$ cat src/sv/dlr_pkg.sv
`timescale 1ns / 1ps

package dlr_pkg;

	typedef enum logic [2:0] {
		ST_IDLE = 3'b001,
		ST_DIV  = 3'b010,
		ST_EMIT = 3'b100
	} state_t;

	localparam logic OP_START = 1'b0;
	localparam logic OP_STEP  = 1'b1;

	typedef struct packed {
		logic accept;
		logic start;
		logic div_en;
		logic emit;
	} dlr_cmd_t;

	typedef struct packed {
		logic div_last;
		logic out_free;
	} dlr_sts_t;

endpackage

$ cat src/sv/dda_line_rasterizer.sv
`timescale 1ns / 1ps
// Step item: after acceptance the controller enters the emit state and registers the result once
// the output register is free. Start item: the controller first runs the restoring divider, which
// produces one quotient bit per cycle for both axes, FRAC_BITS + 1 bits each, then emits as above.
// No new item is taken until the controller is back in idle.
// Only one item is in flight; the output register holds a result while the next item enters.
// Asynchronous active-low reset clears the controller, the line state and the output valid.

module dda_line_rasterizer #(
	parameter int COORD_BITS = 11,
	parameter int FRAC_BITS  = 16
) (
	input  logic                  clk,
	input  logic                  arst_n,
	input  logic                  in_valid,
	output logic                  in_stall,
	input  logic                  opcode,
	input  logic [COORD_BITS-1:0] start_x,
	input  logic [COORD_BITS-1:0] start_y,
	input  logic [COORD_BITS-1:0] end_x,
	input  logic [COORD_BITS-1:0] end_y,
	input  logic                  gray_pen,
	output logic                  out_valid,
	input  logic                  out_stall,
	output logic [COORD_BITS-1:0] pixel_x,
	output logic [COORD_BITS-1:0] pixel_y,
	output logic                  pixel_gray,
	output logic                  pixel_valid,
	output logic                  pixel_last
);
	import dlr_pkg::*;

	dlr_cmd_t cmd;
	dlr_sts_t sts;

	dlr_ctrl u_ctrl (
		.clk      (clk),
		.arst_n   (arst_n),
		.in_valid (in_valid),
		.opcode   (opcode),
		.in_stall (in_stall),
		.sts      (sts),
		.cmd      (cmd)
	);

	dlr_datapath #(
		.COORD_BITS (COORD_BITS),
		.FRAC_BITS  (FRAC_BITS)
	) u_datapath (
		.clk         (clk),
		.arst_n      (arst_n),
		.cmd         (cmd),
		.sts         (sts),
		.opcode      (opcode),
		.start_x     (start_x),
		.start_y     (start_y),
		.end_x       (end_x),
		.end_y       (end_y),
		.gray_pen    (gray_pen),
		.out_valid   (out_valid),
		.out_stall   (out_stall),
		.pixel_x     (pixel_x),
		.pixel_y     (pixel_y),
		.pixel_gray  (pixel_gray),
		.pixel_valid (pixel_valid),
		.pixel_last  (pixel_last)
	);

endmodule

$ cat src/sv/dlr_ctrl.sv
`timescale 1ns / 1ps

module dlr_ctrl (
	input  logic              clk,
	input  logic              arst_n,
	input  logic              in_valid,
	input  logic              opcode,
	output logic              in_stall,
	input  dlr_pkg::dlr_sts_t sts,
	output dlr_pkg::dlr_cmd_t cmd
);
	import dlr_pkg::*;

	state_t state_q;
	state_t state_d;

	always_comb begin
		state_d = state_q;
		unique case (state_q)
			ST_IDLE: begin
				if (in_valid) begin
					state_d = (opcode == OP_START) ? ST_DIV : ST_EMIT;
				end
			end
			ST_DIV: begin
				if (sts.div_last) begin
					state_d = ST_EMIT;
				end
			end
			ST_EMIT: begin
				if (sts.out_free) begin
					state_d = ST_IDLE;
				end
			end
			default: begin
				state_d = ST_IDLE;
			end
		endcase
	end

	always_ff @(posedge clk or negedge arst_n) begin
		if (!arst_n) begin
			state_q <= ST_IDLE;
		end else begin
			state_q <= state_d;
		end
	end

	assign in_stall   = (state_q != ST_IDLE);
	assign cmd.accept = in_valid && (state_q == ST_IDLE);
	assign cmd.start  = cmd.accept && (opcode == OP_START);
	assign cmd.div_en = (state_q == ST_DIV);
	assign cmd.emit   = (state_q == ST_EMIT) && sts.out_free;

	a_emit_needs_room: assert property (@(posedge clk) disable iff (!arst_n)
		cmd.emit |-> sts.out_free)
		else $error("result loaded while the output register is occupied");

	a_div_to_emit: assert property (@(posedge clk) disable iff (!arst_n)
		(state_q == ST_DIV && sts.div_last) |=> (state_q == ST_EMIT))
		else $error("division finished without moving to emit");

	a_accept_idle_only: assert property (@(posedge clk) disable iff (!arst_n)
		cmd.accept |=> (state_q == ST_DIV || state_q == ST_EMIT))
		else $error("accepted item did not leave idle");

endmodule

$ cat src/sv/dlr_datapath.sv
`timescale 1ns / 1ps

module dlr_datapath #(
	parameter int COORD_BITS = 11,
	parameter int FRAC_BITS  = 16
) (
	input  logic                  clk,
	input  logic                  arst_n,
	input  dlr_pkg::dlr_cmd_t     cmd,
	output dlr_pkg::dlr_sts_t     sts,
	input  logic                  opcode,
	input  logic [COORD_BITS-1:0] start_x,
	input  logic [COORD_BITS-1:0] start_y,
	input  logic [COORD_BITS-1:0] end_x,
	input  logic [COORD_BITS-1:0] end_y,
	input  logic                  gray_pen,
	output logic                  out_valid,
	input  logic                  out_stall,
	output logic [COORD_BITS-1:0] pixel_x,
	output logic [COORD_BITS-1:0] pixel_y,
	output logic                  pixel_gray,
	output logic                  pixel_valid,
	output logic                  pixel_last
);
	import dlr_pkg::*;

	localparam int POS_W  = COORD_BITS + FRAC_BITS + 1;
	localparam int STEP_W = FRAC_BITS + 2;
	localparam int LEFT_W = COORD_BITS + 1;
	localparam int Q_W    = FRAC_BITS + 1;
	localparam int CNT_W  = $clog2(FRAC_BITS + 1);
	localparam logic [CNT_W-1:0] CNT_LAST = CNT_W'(FRAC_BITS);

	function automatic logic [COORD_BITS-1:0] pixel_of(input logic [POS_W-1:0] pos);
		logic [POS_W-1:0] sum;
		sum = pos + {{(POS_W-FRAC_BITS){1'b0}}, {FRAC_BITS{1'b1}}};
		return sum[FRAC_BITS+COORD_BITS-1:FRAC_BITS];
	endfunction

	// Line state
	logic [POS_W-1:0]  pos_x_q, pos_y_q;
	logic [STEP_W-1:0] step_x_q, step_y_q;
	logic [LEFT_W-1:0] pixels_left_q;
	logic              line_gray_q;

	// Divider state
	logic [COORD_BITS-1:0] k_q;
	logic [COORD_BITS-1:0] rem_x_q, rem_y_q;
	logic [Q_W-1:0]        quo_x_q, quo_y_q;
	logic                  neg_x_q, neg_y_q;
	logic [CNT_W-1:0]      cnt_q;
	logic                  op_q;

	// Output register
	logic                  out_valid_q;
	logic [COORD_BITS-1:0] out_x_q, out_y_q;
	logic                  out_gray_q, out_pvalid_q, out_last_q;

	// Start decode
	logic [COORD_BITS-1:0] adx, ady, k_in;
	logic                  nx_in, ny_in;

	always_comb begin
		nx_in = (end_x < start_x);
		ny_in = (end_y < start_y);
		adx   = nx_in ? (start_x - end_x) : (end_x - start_x);
		ady   = ny_in ? (start_y - end_y) : (end_y - start_y);
		k_in  = (adx >= ady) ? adx : ady;
	end

	// One restoring division step per axis. The first step weighs the 1.0 bit
	// and so compares the unshifted remainder.
	logic [COORD_BITS:0]   trial_x, trial_y;
	logic                  take_x, take_y;
	logic [COORD_BITS-1:0] rem_x_d, rem_y_d;

	always_comb begin
		trial_x = (cnt_q == '0) ? {1'b0, rem_x_q} : {rem_x_q, 1'b0};
		trial_y = (cnt_q == '0) ? {1'b0, rem_y_q} : {rem_y_q, 1'b0};
		take_x  = (trial_x >= {1'b0, k_q});
		take_y  = (trial_y >= {1'b0, k_q});
		rem_x_d = take_x ? COORD_BITS'(trial_x - {1'b0, k_q}) : trial_x[COORD_BITS-1:0];
		rem_y_d = take_y ? COORD_BITS'(trial_y - {1'b0, k_q}) : trial_y[COORD_BITS-1:0];
	end

	// Signed increments from the finished quotients
	logic [STEP_W-1:0] qx_ext, qy_ext, inc_x, inc_y;

	always_comb begin
		qx_ext = {1'b0, quo_x_q};
		qy_ext = {1'b0, quo_y_q};
		if (k_q == '0) begin
			inc_x = '0;
			inc_y = '0;
		end else begin
			inc_x = neg_x_q ? (~qx_ext + STEP_W'(1)) : qx_ext;
			inc_y = neg_y_q ? (~qy_ext + STEP_W'(1)) : qy_ext;
		end
	end

	// Advance for a step item
	logic [POS_W-1:0]  pos_x_nx, pos_y_nx;
	logic [LEFT_W-1:0] left_nx;

	always_comb begin
		pos_x_nx = pos_x_q + {{(POS_W-STEP_W){step_x_q[STEP_W-1]}}, step_x_q};
		pos_y_nx = pos_y_q + {{(POS_W-STEP_W){step_y_q[STEP_W-1]}}, step_y_q};
		left_nx  = pixels_left_q - LEFT_W'(1);
	end

	always_ff @(posedge clk or negedge arst_n) begin
		if (!arst_n) begin
			pos_x_q       <= '0;
			pos_y_q       <= '0;
			step_x_q      <= '0;
			step_y_q      <= '0;
			pixels_left_q <= '0;
			line_gray_q   <= 1'b0;
			cnt_q         <= '0;
			out_valid_q   <= 1'b0;
		end else begin
			if (cmd.start) begin
				pos_x_q       <= {1'b0, start_x, {FRAC_BITS{1'b0}}};
				pos_y_q       <= {1'b0, start_y, {FRAC_BITS{1'b0}}};
				line_gray_q   <= gray_pen;
				pixels_left_q <= (k_in == '0) ? '0 : ({1'b0, k_in} - LEFT_W'(1));
				cnt_q         <= '0;
			end else if (cmd.div_en) begin
				cnt_q <= cnt_q + CNT_W'(1);
			end
			if (cmd.emit) begin
				if (op_q == OP_START) begin
					step_x_q <= inc_x;
					step_y_q <= inc_y;
				end else if (pixels_left_q != '0) begin
					pos_x_q       <= pos_x_nx;
					pos_y_q       <= pos_y_nx;
					pixels_left_q <= left_nx;
				end
			end
			if (cmd.emit) begin
				out_valid_q <= 1'b1;
			end else if (!out_stall) begin
				out_valid_q <= 1'b0;
			end
		end
	end

	always_ff @(posedge clk) begin
		if (cmd.accept) begin
			op_q <= opcode;
		end
		if (cmd.start) begin
			k_q     <= k_in;
			rem_x_q <= adx;
			rem_y_q <= ady;
			neg_x_q <= nx_in;
			neg_y_q <= ny_in;
			quo_x_q <= '0;
			quo_y_q <= '0;
		end else if (cmd.div_en) begin
			rem_x_q <= rem_x_d;
			rem_y_q <= rem_y_d;
			quo_x_q <= {quo_x_q[Q_W-2:0], take_x};
			quo_y_q <= {quo_y_q[Q_W-2:0], take_y};
		end
		if (cmd.emit) begin
			if (op_q == OP_START) begin
				out_x_q      <= pixel_of(pos_x_q);
				out_y_q      <= pixel_of(pos_y_q);
				out_gray_q   <= line_gray_q;
				out_pvalid_q <= 1'b1;
				out_last_q   <= (pixels_left_q == '0);
			end else if (pixels_left_q == '0) begin
				// No line is active: an empty result.
				out_x_q      <= '0;
				out_y_q      <= '0;
				out_gray_q   <= 1'b0;
				out_pvalid_q <= 1'b0;
				out_last_q   <= 1'b0;
			end else begin
				out_x_q      <= pixel_of(pos_x_nx);
				out_y_q      <= pixel_of(pos_y_nx);
				out_gray_q   <= line_gray_q;
				out_pvalid_q <= 1'b1;
				out_last_q   <= (left_nx == '0);
			end
		end
	end

	assign sts.div_last = (cnt_q == CNT_LAST);
	assign sts.out_free = !out_valid_q || !out_stall;

	assign out_valid   = out_valid_q;
	assign pixel_x     = out_x_q;
	assign pixel_y     = out_y_q;
	assign pixel_gray  = out_gray_q;
	assign pixel_valid = out_pvalid_q;
	assign pixel_last  = out_last_q;

	a_out_from_emit: assert property (@(posedge clk) disable iff (!arst_n)
		$rose(out_valid_q) |-> $past(cmd.emit))
		else $error("output became valid without a result being loaded");

	a_cnt_range: assert property (@(posedge clk) disable iff (!arst_n)
		cmd.div_en |-> (cnt_q <= CNT_LAST))
		else $error("division counter ran past the last quotient bit");

	a_left_counts_down: assert property (@(posedge clk) disable iff (!arst_n)
		(cmd.emit && op_q == OP_STEP && pixels_left_q != '0)
		|=> (pixels_left_q == $past(left_nx)))
		else $error("pixel count did not step down on a step item");

endmodule

$ cat config.mk
export PLATFORM = sky130hd
export DESIGN_NAME = dda_line_rasterizer
export DESIGN_NICKNAME = d
export VERILOG_FILES = /design/src/sv/dlr_pkg.sv /design/src/sv/dda_line_rasterizer.sv /design/src/sv/dlr_ctrl.sv /design/src/sv/dlr_datapath.sv
export SDC_FILE = /design/constraint.sdc
export NUM_CORES = 1
export LEC_CHECK = 0
export BUFFER_PORTS_ARGS = -buffer_cell sky130_fd_sc_hd__buf_2
export CAP_MARGIN = 20
export CORE_MARGIN = 2
export CORE_UTILIZATION = 55
export CTS_CLUSTER_SIZE = 30
export DETAILED_ROUTE_END_ITERATION = 10
export GPL_TIMING_DRIVEN = 0
export PLACE_DENSITY = 0.71
export RECOVER_POWER = 25
export SYNTH_ARGS = -nofsm -noshare
export SYNTH_HDL_FRONTEND = slang
export SYNTH_SLANG_ARGS = --single-unit
export TNS_END_PERCENT = 20
$ cat constraint.sdc
create_clock -name clk -period 9.5 [get_ports clk]
set_input_delay 1.425 -clock clk [delete_from_list [all_inputs] [get_ports clk]]
set_output_delay 1.425 -clock clk [all_outputs]
set_load 0.05 [all_outputs]
==> impl_metrics.py <==
metrics = {
    "detailed_routing": {
        "ant_nets": 0,
        "via_count": 15900,
        "via_per_inst": 6.19,
        "drc_errors": 0,
        "first_iter_violations": 1361,
        "avgRoutedWirePerCell_um": 19.6,
        "drt_pre_antenna_iters": 6,
        "totalWireLength_um": 50200,
    },
    "pwr": {
        "powerDensity_mw_per_mm2": 312,
        "internal_power_w": 0.00316,
        "pwr-share-clk_pct": 16.7,
        "max-vdd-ir-drop_mv": 0.247,
        "p_seq_share_pct": 25.1,
        "p_sw_share_pct": 45.5,
        "comb_power_share_pct": 58.3,
        "p_leak_nw": 8.11,
        "power.net_switching_w": 0.00264,
    },
    "cells_and_area": {
        "final_common_cell": "nand2_1",
        "final_layout_size_suffix_gt1_share_pct": 8.39,
        "final_cell_mix": "nand2_1 (282), o21ai_0 (174), ha_1 (135)",
        "stdcell_area_mm2": 0.0186,
        "finalNetCount": 2344,
        "diodes": 0,
        "syn2layout_area_growth_pct": 10.4,
        "nFillCells": 2747,
    },
    "critical_path": {
        "worstPathRequired_ps": 9910,
        "r2r_start": "u_datapath.cnt_q[0]",
        "cp_max_fo": 10,
        "endpoint_kind": "flip-flop",
        "startpoint": "start_x[10]",
        "critPathArrivalTime_ps": 7420,
        "crit_type": "in2reg",
        "start_kind": "primary input",
    },
    "outcome": {
        "status": "finished with violations",
        "violations": "capacitance limit, slew limit",
    },
    "placed_design": {
        "gp_congestion": 0.947,
        "portBuffers": 76,
        "placed_area_mm2": 0.0178,
        "dpl.hpwl_um": 39000,
    },
    "synth": {
        "ys_warn_count": 0,
        "synthMuxAreaShare_pct": 3.26,
        "synth_fa_ha_area_share_pct": 11.0,
        "syn_inst": 2044,
        "synth_compound_area_share_pct": 20.5,
        "synth_edf_count": 61,
        "synthFlopType": "dfrtp_1",
        "synth_top_area_share_pct": 16.5,
        "yosysSeqAreaShare_pct": 31.6,
        "synth_cell_types": 85,
        "yosys.area.top_type": "dfrtp_1",
        "ys_async_sr_fraction_pct": 54.1,
        "synth-simple-area-share_pct": 21.6,
        "ys_ff_latch": 207,
        "synth.avg_cell_area_um2": 8.24,
        "synth_xor_area_share_pct": 7.33,
        "synth_top_family_by_area": "simple AND/OR/NAND/NOR gates",
        "netlist_area_mm2": 0.0168,
        "synthTopCellsByArea": "dfrtp_1 (16%), edfxtp_1 (11%), ha_1 (10%), nand2_1 (6.3%), o21ai_0 (5.2%)",
        "synth_nets": 2237,
    },
    "timing": {
        "fin_tns_setup_ps": 0,
        "rsz0062_at_grt": "no",
        "finalSetupViolations": 0,
        "relSlewSlack_pct": -128,
        "hold_viol": 0,
        "timing.final.crit_share_pct": 73.8,
        "fmax_ghz": 0.143,
        "finClkSkew_ps": 8.89,
        "period_needed_ps": 7010,
        "drv_slew": 115,
        "worst_slew_pin_slew_ps": 3430,
    },
    "floorplan": {
        "ios": 77,
        "die_h_um": 179,
        "die_area_mm2": 0.0320,
        "std_cell_rows": 64,
        "die_w_um": 179,
        "coreArea_mm2": 0.0303,
        "start_util_pct": 55.5,
    },
    "global_route": {
        "grt_start_max_net_pins": 59,
        "grtUsageTotal_pct": 31.2,
        "grt_pass1_vias": 14900,
        "grt_overflow": 0,
        "grt_first_pass_wirelength_um": 78800,
        "antenna_found_initial": 0,
    },
    "worst_hold_path": {
        "hold_start": "u_datapath.line_gray_q",
        "hold_path_class": "reg2reg",
    },
    "cts": {
        "cts_sinks": 207,
        "post_cts_resized": 0,
        "cts_tree": "yes",
        "clock_path_buffers": 3,
        "insertion_delay_ps": 540,
        "htreeDepth": 1,
        "cts_hold_buf": 0,
        "cts_buffers": 25,
        "cts_setup_buffers": 0,
        "clkTransAtPathRegs_ps": 60,
        "cts_root_buf": "clkbuf_16",
    },
    "flow_run": {
        "cap_violations": 2,
    },
}
## cell type report
cell class                 instances  area, µm²  share of cell area (%)
multi-input combinational       1625      10700                    57.7
sequential                       207       5320                    28.6
clock buffer                      31        678                    3.65
tap                              396        495                    2.66
inverter                         127        477                    2.56
timing repair buffer              80        439                    2.36
buffer                            85        327                    1.76
clock inverter                    15        145                   0.780
## logic make-up after synthesis
group,count (synthesis)
XOR/XNOR,141
adder cells (fa/ha/maj),143
AND/OR/NAND/NOR,751
multiplexers,52
buffers and inverters,212
AO/OA/AOI/OAI,538
flip-flops,207
## sequential cells by signal (all words and copies together) (netlist names), 12 cells and up
| register | count |
|---|---|
| u_datapath.step_x_q | 18 |
| u_datapath.pixels_left_q | 12 |
| u_datapath.pos_x_q | 27 |
| u_datapath.quo_y_q | 17 |
| u_datapath.quo_x_q | 17 |
| u_datapath.step_y_q | 18 |
| u_datapath.pos_y_q | 27 |
## power by group through the flow
| stage | clock network, W | logic (W) | registers [W] |
|---|---|---|---|
| global placement | 0 | 0.00320 | 0.00145 |
| global route | 0.00101 | 0.00372 | 0.00148 |
| detailed placement | 0 | 0.00330 | 0.00146 |
| CTS | 0.000977 | 0.00332 | 0.00145 |
| finish | 0.000968 | 0.00338 | 0.00145 |
| floorplan | 0 | 0.00252 | 0.00142 |
## stage by stage
| step | util, % | hold WS, ps | instances | worst slack (ps) | power [W] |
|---|---|---|---|---|---|
| floorplan | - | 437 | 2044 | 3610 | 0.00394 |
| global placement | 58.4 | 462 | 2516 | 2140 | 0.00466 |
| detailed placement | 58.6 | 468 | 2519 | 2130 | 0.00476 |
| CTS | 61.3 | 482 | 2565 | 2650 | 0.00575 |
| global route | 61.3 | 516 | 2566 | 1970 | 0.00622 |
| finish | 61.3 | 486 | 2566 | 2490 | 0.00580 |
## metal layers
metal,share of wire [%],global-route usage (%),vias up
li1,-,-,7609
met1,44,43.4,7540
met2,45,49.3,610
met3,6.9,3.75,120
met4,3.9,12.7,0
met5,0,0,-
## Yosys cell counts (all sizes together) (11+ instances only)
cell / number
a211oi: 25
a21boi: 11
a21o: 27
a21oi: 94
a31oi: 29
and2: 18
and3: 26
and4: 13
buf: 11
clkbuf: 74
dfrtp: 111
dfxtp: 34
edfxtp: 61
ha: 135
inv: 127
mux2: 23
mux2i: 29
nand2: 282
nand2b: 23
nand3: 81
nand4: 20
nor2: 126
nor2b: 22
nor3: 47
nor4: 16
o211ai: 27
o21a: 20
o21ai: 183
o22ai: 21
o31ai: 11
or2: 13
or3: 25
xnor2: 70
xor2: 71
## worst max-delay path, stage by stage
cell and delay, ps:
buf_2 100, inv_1 70, ha_1 360, a21oi_1 280, o21ai_0 210, nor2_1 430, nand3_1 310, inv_2 270
o211ai_1 120, o21a_1 130, xor2_1 380, ha_1 320, a2111oi_0 410, o221ai_1 200, a21oi_1 220, or2_2 150
clkbuf_1 390, a2111oi_0 190, nor3_1 390, o2111ai_1 280, nor2_1 210, a31o_2 190, buf_2 220, o221ai_1 150
## path summary, 6_finish.rpt
kind / to / slack, ps / depth (start not counted)
max: u_datapath.pixels_left_q[8] / 2490 / 24
min: u_datapath.line_gray_q / 490 / 2
max reg2reg: u_datapath.rem_y_q[2] / 3840 / 17
min reg2reg: u_datapath.line_gray_q / 490 / 2
max in group asynchronous: u_datapath.pos_y_q[12] / 3450 / 2
min in group asynchronous: u_datapath.cnt_q[2] / 2020 / 1
Power figures use the tool's default switching activity.
